**src/hdl/tdec_pkg.sv**
```systemverilog
// Shared widths, codes and types for the top decay event classifier.
package tdec_pkg;

    localparam int CODE_W     = 24;
    localparam int ENERGY_W   = 23;
    localparam int MOM_W      = 24;
    localparam int DECAY_W    = 3;
    localparam int CFG_IDX_W  = 2;
    localparam int CFG_DATA_W = 23;

    localparam int FERMIONS_PER_EVENT = 6;
    localparam int JET_SLOTS          = 4;

    // register map
    localparam logic [CFG_IDX_W-1:0] REG_MASS_LOW    = 2'd0;
    localparam logic [CFG_IDX_W-1:0] REG_MASS_HIGH   = 2'd1;
    localparam logic [CFG_IDX_W-1:0] REG_WANTED_TYPE = 2'd2;

    localparam logic [CFG_DATA_W-1:0] MASS_LOW_RESET  = 23'd166160;
    localparam logic [CFG_DATA_W-1:0] MASS_HIGH_RESET = 23'd180260;
    localparam logic [DECAY_W-1:0]    WANTED_RESET    = 3'd2;

    // decay classes
    localparam logic [DECAY_W-1:0] DECAY_NONE     = 3'd0;
    localparam logic [DECAY_W-1:0] DECAY_HADRONIC = 3'd1;
    localparam logic [DECAY_W-1:0] DECAY_BOTH     = 3'd2;
    localparam logic [DECAY_W-1:0] DECAY_LEPTONIC = 3'd3;
    localparam logic [DECAY_W-1:0] DECAY_TAU      = 3'd4;

    // particle code magnitudes
    localparam logic [CODE_W-1:0] CODE_QUARK_MAX = 24'd5;
    localparam logic [CODE_W-1:0] CODE_ELECTRON  = 24'd11;
    localparam logic [CODE_W-1:0] CODE_NU_E      = 24'd12;
    localparam logic [CODE_W-1:0] CODE_MUON      = 24'd13;
    localparam logic [CODE_W-1:0] CODE_NU_MU     = 24'd14;
    localparam logic [CODE_W-1:0] CODE_TAU       = 24'd15;
    localparam logic [CODE_W-1:0] CODE_NU_TAU    = 24'd16;

    typedef struct packed {
        logic        [ENERGY_W-1:0] energy;
        logic signed [MOM_W-1:0]    px;
        logic signed [MOM_W-1:0]    py;
        logic signed [MOM_W-1:0]    pz;
    } fourvec_t;

endpackage

```
**src/hdl/tdec_ifs.sv**
```systemverilog
// Item channels: fermion input and classification result.
interface tdec_fermion_if;
    import tdec_pkg::*;

    logic                     valid;
    logic                     ready;
    logic signed [CODE_W-1:0] particle_code;
    logic [ENERGY_W-1:0]      energy_mev;
    logic signed [MOM_W-1:0]  mom_x_mev;
    logic signed [MOM_W-1:0]  mom_y_mev;
    logic signed [MOM_W-1:0]  mom_z_mev;
    logic                     last_fermion;

    modport source (output valid, particle_code, energy_mev, mom_x_mev, mom_y_mev,
                    mom_z_mev, last_fermion, input ready);
    modport sink   (input valid, particle_code, energy_mev, mom_x_mev, mom_y_mev,
                    mom_z_mev, last_fermion, output ready);
endinterface

interface tdec_result_if;
    import tdec_pkg::*;

    logic               valid;
    logic               ready;
    logic [DECAY_W-1:0] decay_type;
    logic               passed;
    logic               count_mismatch;

    modport source (output valid, decay_type, passed, count_mismatch, input ready);
    modport sink   (input valid, decay_type, passed, count_mismatch, output ready);
endinterface

```
**src/hdl/top_decay_event_classifier.sv**
```systemverilog
// Top decay event classifier: sorts six fermions, then tests top mass hypotheses.
//
// Fermions arrive one item per cycle while the block collects; an item that does not
// end the event is taken and the block is ready again at once. The item marked last
// takes longer: the counts are checked (a count mismatch then goes straight to the
// result), the window bounds are squared, the invariant-mass evaluations are run and
// the result is posted. Between two and eight evaluations are run. All squares go
// through a single registered 25x25 squarer fed by a small sequencer. Input is not
// accepted during the evaluation; a posted result may wait in its output register
// while the next event is collected.
module top_decay_event_classifier (
    input  logic                                 clk,
    input  logic                                 rst_n,
    input  logic                                 cfg_we,
    input  logic [tdec_pkg::CFG_IDX_W-1:0]       cfg_index,
    input  logic [tdec_pkg::CFG_DATA_W-1:0]      cfg_data,
    tdec_fermion_if.sink                         fermion,
    tdec_result_if.source                        result
);
    import tdec_pkg::*;

    localparam logic [2:0] S_COLLECT = 3'd0;
    localparam logic [2:0] S_CHECK   = 3'd1;
    localparam logic [2:0] S_BOUNDS  = 3'd2;
    localparam logic [2:0] S_EVAL    = 3'd3;
    localparam logic [2:0] S_DONE    = 3'd4;

    localparam logic [1:0] MODE_LEP     = 2'd0;
    localparam logic [1:0] MODE_HAD_ONE = 2'd1;
    localparam logic [1:0] MODE_HAD_ALL = 2'd2;

    localparam logic [2:0] STEP_CMP = 3'd6;
    localparam logic [1:0] IDX_LAST = 2'(JET_SLOTS - 1);
    localparam logic [2:0] CNT_MAX  = 3'd7;

    function automatic logic [2:0] sat_inc(input logic [2:0] c);
        sat_inc = (c == CNT_MAX) ? CNT_MAX : c + 3'd1;
    endfunction

    // one component of a four-vector, widened for three-way and four-way sums
    function automatic logic signed [26:0] comp(input fourvec_t v, input logic [1:0] c);
        case (c)
            2'd0:    comp = $signed({4'b0, v.energy});
            2'd1:    comp = 27'(v.px);
            2'd2:    comp = 27'(v.py);
            default: comp = 27'(v.pz);
        endcase
    endfunction

    // control
    logic [2:0]            state_reg, state_next;
    logic [2:0]            step_reg, step_next;
    logic [1:0]            mode_reg, mode_next;
    logic [1:0]            idx_reg, idx_next;
    logic                  lept_reg, lept_next;
    logic                  hadr_reg, hadr_next;
    logic                  mismatch_reg, mismatch_next;
    logic [2:0]            jet_count_reg, jet_count_next;
    logic [2:0]            lep_count_reg, lep_count_next;
    logic [2:0]            nu_count_reg, nu_count_next;
    logic [2:0]            tau_count_reg, tau_count_next;
    logic [2:0]            item_count_reg, item_count_next;
    logic                  out_valid_reg, out_valid_next;
    logic [ENERGY_W-1:0]   mass_low_reg, mass_high_reg;
    logic [DECAY_W-1:0]    wanted_reg;

    // data path
    fourvec_t              jet_reg [JET_SLOTS];
    fourvec_t              lep_reg;
    fourvec_t              nu_reg;
    logic [24:0]           sum_reg, sum_next;
    logic [49:0]           prod_reg;
    logic signed [52:0]    acc_reg, acc_next;
    logic [45:0]           lo2_reg, hi2_reg;
    logic [DECAY_W-1:0]    decay_reg, decay_next;
    logic                  passed_reg;
    logic                  cmis_reg;

    fourvec_t              in_vec;
    logic [CODE_W-1:0]     mag;
    logic                  is_jet, is_nu, is_lep, is_tau;
    logic                  take, classify, post;
    logic signed [26:0]    sel_comp, jets_sum, tri_sum;
    logic                  in_win;

    assign fermion.ready = (state_reg == S_COLLECT);
    assign take          = fermion.valid && fermion.ready;
    assign classify      = take && (item_count_reg < 3'(FERMIONS_PER_EVENT));
    assign post          = (state_reg == S_DONE) && (!out_valid_reg || result.ready);

    assign in_vec = '{energy: fermion.energy_mev, px: fermion.mom_x_mev,
                      py: fermion.mom_y_mev, pz: fermion.mom_z_mev};

    always_comb
    begin
        mag    = fermion.particle_code[CODE_W-1] ? -fermion.particle_code
                                                 : fermion.particle_code;
        is_jet = mag inside {[24'd1:CODE_QUARK_MAX]};
        is_nu  = mag inside {CODE_NU_E, CODE_NU_MU, CODE_NU_TAU};
        is_lep = mag inside {CODE_ELECTRON, CODE_MUON, CODE_TAU};
        is_tau = (mag == CODE_TAU);
    end

    // summed component for the current hypothesis; a jet triple is all four less one
    always_comb
    begin
        sel_comp = comp(jet_reg[idx_reg], step_reg[1:0]);
        jets_sum = comp(jet_reg[0], step_reg[1:0]) + comp(jet_reg[1], step_reg[1:0])
                 + comp(jet_reg[2], step_reg[1:0]) + comp(jet_reg[3], step_reg[1:0]);
        if (mode_reg == MODE_LEP)
            tri_sum = comp(lep_reg, step_reg[1:0]) + comp(nu_reg, step_reg[1:0]) + sel_comp;
        else
            tri_sum = jets_sum - sel_comp;
    end

    assign in_win = (acc_reg > $signed({7'b0, lo2_reg})) && (acc_reg < $signed({7'b0, hi2_reg}));

    always_comb
    begin
        sum_next = tri_sum[26] ? 25'(-tri_sum) : tri_sum[24:0];
        if (state_reg == S_BOUNDS)
            sum_next = (step_reg == 3'd0) ? {2'b0, mass_low_reg} : {2'b0, mass_high_reg};
    end

    always_comb
    begin
        acc_next = acc_reg - $signed({3'b0, prod_reg});
        if (step_reg == 3'd2)
            acc_next = $signed({3'b0, prod_reg});
    end

    always_comb
    begin
        decay_next = DECAY_NONE;
        if (lept_reg && hadr_reg)
            decay_next = DECAY_BOTH;
        else if (lept_reg)
            decay_next = DECAY_LEPTONIC;
        else if (hadr_reg)
            decay_next = DECAY_HADRONIC;
        if (decay_next != DECAY_NONE && tau_count_reg != 3'd0)
            decay_next = DECAY_TAU;
    end

    always_comb
    begin
        state_next      = state_reg;
        step_next       = step_reg;
        mode_next       = mode_reg;
        idx_next        = idx_reg;
        lept_next       = lept_reg;
        hadr_next       = hadr_reg;
        mismatch_next   = mismatch_reg;
        jet_count_next  = jet_count_reg;
        lep_count_next  = lep_count_reg;
        nu_count_next   = nu_count_reg;
        tau_count_next  = tau_count_reg;
        item_count_next = item_count_reg;
        out_valid_next  = out_valid_reg && !result.ready;

        case (state_reg)
            S_COLLECT:
            begin
                if (take)
                begin
                    item_count_next = sat_inc(item_count_reg);
                    if (classify && is_jet)
                        jet_count_next = sat_inc(jet_count_reg);
                    if (classify && is_nu)
                        nu_count_next = sat_inc(nu_count_reg);
                    if (classify && is_lep)
                        lep_count_next = sat_inc(lep_count_reg);
                    if (classify && is_tau)
                        tau_count_next = sat_inc(tau_count_reg);
                    if (fermion.last_fermion)
                        state_next = S_CHECK;
                end
            end
            S_CHECK:
            begin
                lept_next     = 1'b0;
                hadr_next     = 1'b0;
                mismatch_next = !(lep_count_reg == 3'd1 && nu_count_reg == 3'd1
                                  && jet_count_reg == 3'(JET_SLOTS));
                step_next     = 3'd0;
                state_next    = mismatch_next ? S_DONE : S_BOUNDS;
            end
            S_BOUNDS:
            begin
                step_next = step_reg + 3'd1;
                if (step_reg == 3'd3)
                begin
                    state_next = S_EVAL;
                    step_next  = 3'd0;
                    mode_next  = MODE_LEP;
                    idx_next   = 2'd0;
                end
            end
            S_EVAL:
            begin
                step_next = step_reg + 3'd1;
                if (step_reg == STEP_CMP)
                begin
                    step_next = 3'd0;
                    case (mode_reg)
                        MODE_LEP:
                        begin
                            if (in_win)
                            begin
                                // leptonic top found: test the other three jets once
                                lept_next = 1'b1;
                                mode_next = MODE_HAD_ONE;
                            end
                            else if (idx_reg == IDX_LAST)
                            begin
                                mode_next = MODE_HAD_ALL;
                                idx_next  = 2'd0;
                            end
                            else
                                idx_next = idx_reg + 2'd1;
                        end
                        MODE_HAD_ONE:
                        begin
                            hadr_next  = in_win;
                            state_next = S_DONE;
                        end
                        default:
                        begin
                            hadr_next = in_win;
                            if (in_win || idx_reg == IDX_LAST)
                                state_next = S_DONE;
                            else
                                idx_next = idx_reg + 2'd1;
                        end
                    endcase
                end
            end
            S_DONE:
            begin
                if (post)
                begin
                    out_valid_next  = 1'b1;
                    jet_count_next  = 3'd0;
                    lep_count_next  = 3'd0;
                    nu_count_next   = 3'd0;
                    tau_count_next  = 3'd0;
                    item_count_next = 3'd0;
                    state_next      = S_COLLECT;
                end
            end
            default:
                state_next = S_COLLECT;
        endcase
    end

    always_ff @(posedge clk or negedge rst_n)
    begin
        if (!rst_n)
        begin
            state_reg      <= S_COLLECT;
            step_reg       <= 3'd0;
            mode_reg       <= MODE_LEP;
            idx_reg        <= 2'd0;
            lept_reg       <= 1'b0;
            hadr_reg       <= 1'b0;
            mismatch_reg   <= 1'b0;
            jet_count_reg  <= 3'd0;
            lep_count_reg  <= 3'd0;
            nu_count_reg   <= 3'd0;
            tau_count_reg  <= 3'd0;
            item_count_reg <= 3'd0;
            out_valid_reg  <= 1'b0;
            mass_low_reg   <= MASS_LOW_RESET;
            mass_high_reg  <= MASS_HIGH_RESET;
            wanted_reg     <= WANTED_RESET;
        end
        else
        begin
            state_reg      <= state_next;
            step_reg       <= step_next;
            mode_reg       <= mode_next;
            idx_reg        <= idx_next;
            lept_reg       <= lept_next;
            hadr_reg       <= hadr_next;
            mismatch_reg   <= mismatch_next;
            jet_count_reg  <= jet_count_next;
            lep_count_reg  <= lep_count_next;
            nu_count_reg   <= nu_count_next;
            tau_count_reg  <= tau_count_next;
            item_count_reg <= item_count_next;
            out_valid_reg  <= out_valid_next;
            if (cfg_we)
            begin
                case (cfg_index)
                    REG_MASS_LOW:    mass_low_reg  <= cfg_data;
                    REG_MASS_HIGH:   mass_high_reg <= cfg_data;
                    REG_WANTED_TYPE: wanted_reg    <= cfg_data[DECAY_W-1:0];
                    default:         ;
                endcase
            end
        end
    end

    always_ff @(posedge clk)
    begin
        if (classify && is_jet && jet_count_reg < 3'(JET_SLOTS))
            jet_reg[jet_count_reg[1:0]] <= in_vec;
        if (classify && is_nu)
            nu_reg <= in_vec;
        if (classify && is_lep)
            lep_reg <= in_vec;

        sum_reg  <= sum_next;
        prod_reg <= sum_reg * sum_reg;
        acc_reg  <= acc_next;
        if (state_reg == S_BOUNDS && step_reg == 3'd2)
            lo2_reg <= prod_reg[45:0];
        if (state_reg == S_BOUNDS && step_reg == 3'd3)
            hi2_reg <= prod_reg[45:0];

        if (post)
        begin
            decay_reg  <= decay_next;
            passed_reg <= (decay_next == wanted_reg);
            cmis_reg   <= mismatch_reg;
        end
    end

    assign result.valid          = out_valid_reg;
    assign result.decay_type     = decay_reg;
    assign result.passed         = passed_reg;
    assign result.count_mismatch = cmis_reg;

    a_mismatch_no_type: assert property (@(posedge clk) disable iff (!rst_n)
        (result.valid && result.count_mismatch) |-> (result.decay_type == DECAY_NONE))
        else $error("count mismatch posted with a decay type");

    a_passed_matches: assert property (@(posedge clk) disable iff (!rst_n)
        result.valid |-> (result.passed == (result.decay_type == wanted_reg)))
        else $error("pass flag disagrees with wanted type");

    a_last_starts_check: assert property (@(posedge clk) disable iff (!rst_n)
        (take && fermion.last_fermion) |=> (state_reg == S_CHECK))
        else $error("last fermion did not start the count check");

    a_step_range: assert property (@(posedge clk) disable iff (!rst_n)
        (state_reg == S_EVAL) |-> (step_reg <= STEP_CMP))
        else $error("evaluation step out of range");

    a_counts_cleared: assert property (@(posedge clk) disable iff (!rst_n)
        post |=> (jet_count_reg == 3'd0 && item_count_reg == 3'd0 && tau_count_reg == 3'd0))
        else $error("event counts not cleared after result");

endmodule
```
**src/flat_wrapper.sv**
```systemverilog
// flat-port wrapper written by rule: the top's interface ports become plain ports
module top_decay_event_classifier_flat import tdec_pkg::*;
  (clk, rst_n, cfg_we, cfg_index, cfg_data, fermion_valid, fermion_particle_code, fermion_energy_mev, fermion_mom_x_mev, fermion_mom_y_mev, fermion_mom_z_mev, fermion_last_fermion, fermion_ready, result_valid, result_decay_type, result_passed, result_count_mismatch, result_ready);
  tdec_fermion_if fermion_i ();
  tdec_result_if result_i ();
  input  logic clk;
  input  logic rst_n;
  input  logic cfg_we;
  input  logic [tdec_pkg::CFG_IDX_W-1:0] cfg_index;
  input  logic [tdec_pkg::CFG_DATA_W-1:0] cfg_data;
  input wire logic [$bits(fermion_i.valid)-1:0] fermion_valid;
  input wire logic [$bits(fermion_i.particle_code)-1:0] fermion_particle_code;
  input wire logic [$bits(fermion_i.energy_mev)-1:0] fermion_energy_mev;
  input wire logic [$bits(fermion_i.mom_x_mev)-1:0] fermion_mom_x_mev;
  input wire logic [$bits(fermion_i.mom_y_mev)-1:0] fermion_mom_y_mev;
  input wire logic [$bits(fermion_i.mom_z_mev)-1:0] fermion_mom_z_mev;
  input wire logic [$bits(fermion_i.last_fermion)-1:0] fermion_last_fermion;
  output wire logic [$bits(fermion_i.ready)-1:0] fermion_ready;
  output wire logic [$bits(result_i.valid)-1:0] result_valid;
  output wire logic [$bits(result_i.decay_type)-1:0] result_decay_type;
  output wire logic [$bits(result_i.passed)-1:0] result_passed;
  output wire logic [$bits(result_i.count_mismatch)-1:0] result_count_mismatch;
  input wire logic [$bits(result_i.ready)-1:0] result_ready;
  assign fermion_i.valid = fermion_valid;
  assign fermion_i.particle_code = fermion_particle_code;
  assign fermion_i.energy_mev = fermion_energy_mev;
  assign fermion_i.mom_x_mev = fermion_mom_x_mev;
  assign fermion_i.mom_y_mev = fermion_mom_y_mev;
  assign fermion_i.mom_z_mev = fermion_mom_z_mev;
  assign fermion_i.last_fermion = fermion_last_fermion;
  assign fermion_ready = fermion_i.ready;
  assign result_valid = result_i.valid;
  assign result_decay_type = result_i.decay_type;
  assign result_passed = result_i.passed;
  assign result_count_mismatch = result_i.count_mismatch;
  assign result_i.ready = result_ready;
  top_decay_event_classifier u_core (.clk(clk), .rst_n(rst_n), .cfg_we(cfg_we), .cfg_index(cfg_index), .cfg_data(cfg_data), .fermion(fermion_i), .result(result_i));
endmodule
```
**config.mk**
```make
export PLATFORM = sky130hd
export DESIGN_NAME = top_decay_event_classifier_flat
export DESIGN_NICKNAME = d
export VERILOG_FILES = /design/src/hdl/tdec_pkg.sv /design/src/hdl/tdec_ifs.sv /design/src/hdl/top_decay_event_classifier.sv /design/src/flat_wrapper.sv
export SDC_FILE = /design/constraint.sdc
export NUM_CORES = 2
export LEC_CHECK = 0
export BUFFER_PORTS_ARGS = -buffer_cell sky130_fd_sc_hd__buf_2
export CORE_ASPECT_RATIO = 0.6
export CORE_MARGIN = 2
export CORE_UTILIZATION = 35
export CTS_CLUSTER_DIAMETER = 80
export DETAILED_ROUTE_END_ITERATION = 10
export PLACE_DENSITY_LB_ADDON = 0.12
export SETUP_SLACK_MARGIN = 0.5
export SYNTH_ARGS = -nofsm -noshare
export SYNTH_HDL_FRONTEND = slang
export SYNTH_SLANG_ARGS = --single-unit
```
**constraint.sdc**
```tcl
create_clock -name clk -period 9.5 [get_ports clk]
set_clock_uncertainty 0.1 [all_clocks]
set_input_delay 0.95 -clock clk [delete_from_list [all_inputs] [get_ports clk]]
set_output_delay 0.95 -clock clk [all_outputs]
set_load 0.05 [all_outputs]
```
# Word level (Yosys, flattened, before mapping)
# Memory sizes are Yosys's and may differ from the RTL's.
# Cells that the tools add are included.
# totals
ram_bits	380
register_bits	493
inputBits	150
out_inout_bits	7
mem_count	1
word_cells	223
# memory_table
name	words	word_bits	rd	rd_ports_with_merged_regs	wr	line_no	rtl
u_core.jet_reg	4	95	5	0	1	top_decay_event_classifier.sv:68	fourvec_t jet_reg [JET_SLOTS];
# classes
mul	1
n_addsub	16
reduce_logical	48
eq_ne	45
n_mux	73
n_lt_le_gt_ge	6
# ops
operator	count
27-bit case mux with 3 select lines	7
27-bit adder	5
24-bit by 4-bit == test with 1-bit output (second input constant)	5
27-bit 2-to-1 mux	3
3-bit 2-to-1 mux	26
53-bit by 47-bit > comparator with 1-bit output	1
53-bit by 47-bit < comparator with 1-bit output	1
53-bit by 51-bit subtractor with 53-bit output	1
25-bit by 25-bit multiplier with 50-bit output	1
25-bit 2-to-1 mux	2
50-bit 2-to-1 mux	1
3-bit case mux with 2 select lines	6
27-bit subtractor	1
25-bit negator	1
24-bit by 5-bit == test with 1-bit output (second input constant)	1
3-bit == test (second input constant)	8
24-bit by 1-bit >= comparator with 1-bit output (second input constant)	1
24-bit by 3-bit less-or-equal comparator with 1-bit output (second input constant)	1
24-bit 2-to-1 mux	1
24-bit negator	1
23-bit 2-to-1 mux	1
4-bit AND reduction	5
3-bit by 1-bit adder with 3-bit output (second input constant)	6
2-bit 2-to-1 mux	9
other kinds (29)	94

# Depth between registers and ports, before layout
# logic_depth
depth_word	10
depth_mapped	29
depth_no_buf	26

# Worst setup path after synthesis
# OpenSTA, ideal clock, no wires.
# synth_path
kind	input to register
from	input port fermion_particle_code[2]
to	memory u_core.jet_reg[1][0] in the netlist's numbering, enable pin
stages	11
path_buffers	2
slack_ps	-1583
arrival_ps	10298
required_time_ps	8715
setup_time_ps	685
cell_sequence	clkbuf_1 nor4_4 nand3b_1 or4_1 clkbuf_1 o41ai_2 xor2_1 nand4_1 a2111oi_4 nand4_1 nor3b_1
# synth_between
elab_chain_cells	8
# synth_rtl
item	line_no	rtl
from (decl)	flat_wrapper.sv:12	input wire logic [$bits(fermion_i.particle_code)-1:0] fermion_particle_code;
24-bit negator	top_decay_event_classifier.sv:96	mag = fermion.particle_code[CODE_W-1] ? -fermion.particle_code
24-bit 2-to-1 mux *	top_decay_event_classifier.sv:96	
24-bit by 1-bit >= comparator with 1-bit output / 24-bit by 3-bit less-or-equal comparator with 1-bit output (equally long branches)	top_decay_event_classifier.sv:98	is_jet = mag inside {[24'd1:CODE_QUARK_MAX]};
1-bit logical AND *	top_decay_event_classifier.sv:98	
1-bit logical AND * (2 in a row)	top_decay_event_classifier.sv:306	if (classify && is_jet && jet_count_reg < 3'(JET_SLOTS))
1-bit 2-to-1 mux *	top_decay_event_classifier.sv:306	
1-bit 2-to-1 mux (implied by the code) *	top_decay_event_classifier.sv:307	jet_reg[jet_count_reg[1:0]] <= in_vec;
to (decl)	top_decay_event_classifier.sv:68	
# Every way passes the cells marked *; elsewhere a longest branch is shown, timed or not.

# Worst setup path in the final report
# layout_path
from	register u_core.sum_reg[3]
to	register u_core.prod_reg[49]
# layout_between
elab_chain_cells	1
# layout_rtl
item	line_no	rtl
from (decl)	top_decay_event_classifier.sv:71	logic [24:0] sum_reg, sum_next;
from (signal assigned)	top_decay_event_classifier.sv:313	sum_reg <= sum_next;
25-bit by 25-bit multiplier with 50-bit output	top_decay_event_classifier.sv:314	prod_reg <= sum_reg * sum_reg;
to (signal assigned)	top_decay_event_classifier.sv:314	
to (decl)	top_decay_event_classifier.sv:72	logic [49:0] prod_reg;
# No other way between the ends.
# A chain may end at the register's enable or synchronous reset.

==> impl_metrics.ini <==
[global_route]
antenna_found_initial = 29
grt_pass1_vias = 42600
grt_pass1_wl_um = 270000
grtUsageTotal_pct = 19.4
grt_max_degree = 162
gr-total-overflow = 0

[worst_setup_path]
cp_data_required_time_ns = 9.96
r2r-end = u_core.prod_reg[49]
r2r_slack_ns = 0.94
cp-start-kind = register
crit_chain = inv_1 -> nor2_1 -> fa_1 -> fa_1 -> fa_1 -> fa_1 -> inv_1 -> fa_1 -> inv_1 -> fa_1 -> inv_1 -> fa_1 -> inv_1 -> ha_1 -> nand3_1 -> nor4_1 -> a211oi_1 -> buf_4 -> o311ai_0 -> nand2_1 -> o211a_1 -> nor3_1 -> nor3_1 -> xnor2_1
cpMaxStageDelayCell = dfxtp_1
slowest_delay_ns = 1.05
reg2reg_from = u_core.sum_reg[3]
crit_buf_inv = 6
cp_num_cells = 24
path_common_cell = fa_1
path_class = register to register
crit_path_start = u_core.sum_reg[3]
critPathCaptureType = register
worstPathArrival_ns = 9.03
cp_top_family = adder cells
cp_max_fo = 20
worstSetupEndpoint = u_core.prod_reg[49]
r2r_cells = 24

[die]
pin_count = 157
dieArea_mm2 = 0.182
start_util_pct = 35.4
die_x_um = 549
rows = 119
die_h_um = 331
core_mm2 = 0.176

[cts]
clock_sinks = 870
htreeDepth = 3
cts_root_buf = clkbuf_16
clkLatencyLatePin_ns = 0.70
cts_tree = done
clock_path_buffers = 3
numCtsBuffers = 89
clk_pin_slew_ns = 0.06
cts_hold_buf = 0

[timing]
slew_viol_final = 0
fin_setup_tns_ns = 0
whs_ns = 0.0689
relSlewSlack_pct = 19.3
post-route-period-util_pct = 90.2
final-hold-violation-count = 0
rsz0062_at_grt = false
setup_ws_ns = 0.935
worst_slew_pin_slew_ns = 1.21
setup_violations = 0
min_period_ns = 8.56
max_freq_ghz = 0.117

[power]
powerDensity_mw_per_mm2 = 142
leakagePower_nw = 29.1
max-vdd-ir-drop_mv = 0.126

[run]
maxCapViolCount = 0

[logic_synthesis]
yosys_most_used_dff = edfxtp_1
syn_nets = 6675
yosysUniqueCellTypes = 86
synth_enable_flop_cells = 665
synth_seq_area_share_pct = 39.2
yosysWarningCount = 0
ys_ff_latch = 870
synth-async-reset-ratio_pct = 8.97
postSynthAreaPerCell_um2 = 11.2
netlist_instances = 5555
netlist_area_mm2 = 0.0624

[route]
drt_pre_antenna_iters = 11
drt_first_iter_violations = 4382
ant_nets = 0
totalWireLength_um = 175000
vias = 42200
via_per_inst = 5.25
drc = 0
routedWlPerCell_um = 21.7

[run_status]
outcome = finished clean

[place]
hpwl_um = 130000
io_buffers = 156
place.gp.congestion = 0.885
dp_cells = 7882
dp_slack_ns = 1.08

[final_layout]
largest_reg_flops = 380
utilization_pct = 39.0
layout.cells.non_filler = 8051
drive_gt1_share_pct = 10.0
fill_cells = 17200
fin_nets = 6735
area_growth_pct = 10.2

[worst_hold_path]
hold_path.class = primary input to async pin
==> power by group <==
group,internal (W),switching (W),total (W)
logic,0.000761,0.00103,0.00180
registers,0.00428,0.000166,0.00445
clock network,0.00190,0.00160,0.00350
==> cell usage after synthesis (119+ instances only) <==
master	count	share of area, %
edfxtp_1	665	32
ha_1	403	8.1
inv_1	926	5.6
a21o_1	119	1.4
clkbuf_1	224	1.3
a222oi_1	161	2.6
fa_1	567	18
nand2_1	466	2.8
nor2_1	225	1.4
o21ai_0	262	2.1
dfxtp_1	127	4.1
a21oi_1	292	2.3
==> through the flow <==
stage / total power (W) / area, um2
2_1_floorplan: 0.00577 / 62400
3_3_place_gp: 0.00628 / 65900
3_5_place_dp: 0.00630 / 65900
4_1_cts: 0.00984 / 68700
5_1_grt: 0.0103 / 68800
6_report: 0.00975 / 68800
==> kinds of logic (layout without fill, tap and decap cells) <==
| logic type | after synthesis | after routing | share of synthesized area (%) |
|---|---|---|---|
| AOI/OAI and AO/OA | 1099 | 1099 | 11.9 |
| DFF | 870 | 870 | 39.2 |
| adders and majority gates | 970 | 970 | 26.3 |
| muxes | 193 | 193 | 5.14 |
| and+or+nand+nor | 1092 | 1092 | 8.16 |
| buffers and inverters | 1172 | 1303 | 7.05 |
| xor gates and xnor gates | 159 | 159 | 2.23 |
| other | 0 | 6 | 0 |
==> metal layers <==
layer  vias to the layer above  share of wire, %  global-route usage, %  routed length, um
met5                         -             0.037                      0                 65
met1                     21200                53                   32.2              92600
li1                      19400                 -                      -                  -
met3                       171               7.9                   4.25              13800
met2                      1430                38                   25.6              66000
met4                        10               1.2                   2.74               2150
==> worst reg2reg max path, delay by kind of cell, from the launching register on <==
family	cells	cell delay [ns]
xor gates and xnor gates	1	0.13
DFF	1	1.05
and+or+nand+nor	6	1.35
AOI/OAI and AO/OA	3	1.07
buffers and inverters	6	0.93
adders and majority gates	8	3.81
==> layout by cell type, fill, tap and decap left out, drive strengths merged, types with 29 or more instances in the layout <==
| master | instances |
|---|---|
| o21bai | 39 |
| nand2 | 466 |
| clkinv | 35 |
| xnor2 | 90 |
| nor2b | 32 |
| clkbuf | 114 |
| nand3 | 40 |
| nor2 | 225 |
| and2 | 113 |
| mux2 | 69 |
| dfrtp | 67 |
| a21o | 119 |
| a222oi | 161 |
| inv | 934 |
| nand4 | 49 |
| fa | 567 |
| dfxtp | 127 |
| buf | 213 |
| xor2 | 69 |
| edfxtp | 665 |
| ha | 403 |
| mux4 | 95 |
| a21oi | 292 |
| nor3 | 41 |
| o21ai | 264 |
| mux2i | 29 |
==> cell type report <==
type	count	area, um2	share of cell area [%]
Clock buffer	114	2420	3.52
Antenna cell	6	15.0	0.0218
Tap cell	2359	2950	4.29
Multi-Input combinational cell	3513	33600	48.9
Sequential cell	870	24500	35.6
Inverter	928	3490	5.08
Clock inverter	48	432	0.628
Timing Repair Buffer	213	1360	1.98
==> timing repair <==
item / 4_1_cts / 5_1_grt
setup endpoints to repair: 0 / 1
setup buffers: 0 / 1
resized for setup: 0 / 0
==> how the worst min path moves through the flow <==
stage / start / end / slack (ns) / depth (start not counted)
after floorplan: u_core.sum_reg[0] / u_core.prod_reg[0] / 0.31 / 0
after global placement: u_core.acc_reg[52] / u_core.acc_reg[52] / 0.36 / 2
after detailed placement: u_core.acc_reg[52] / u_core.acc_reg[52] / 0.36 / 2
after CTS: rst_n / u_core.result.valid / 0.03 / 1
after global routing: rst_n / u_core.result.valid / 0.06 / 1
final: rst_n / u_core.result.valid / 0.07 / 1
No activity file was read; power rests on OpenSTA's default activity.
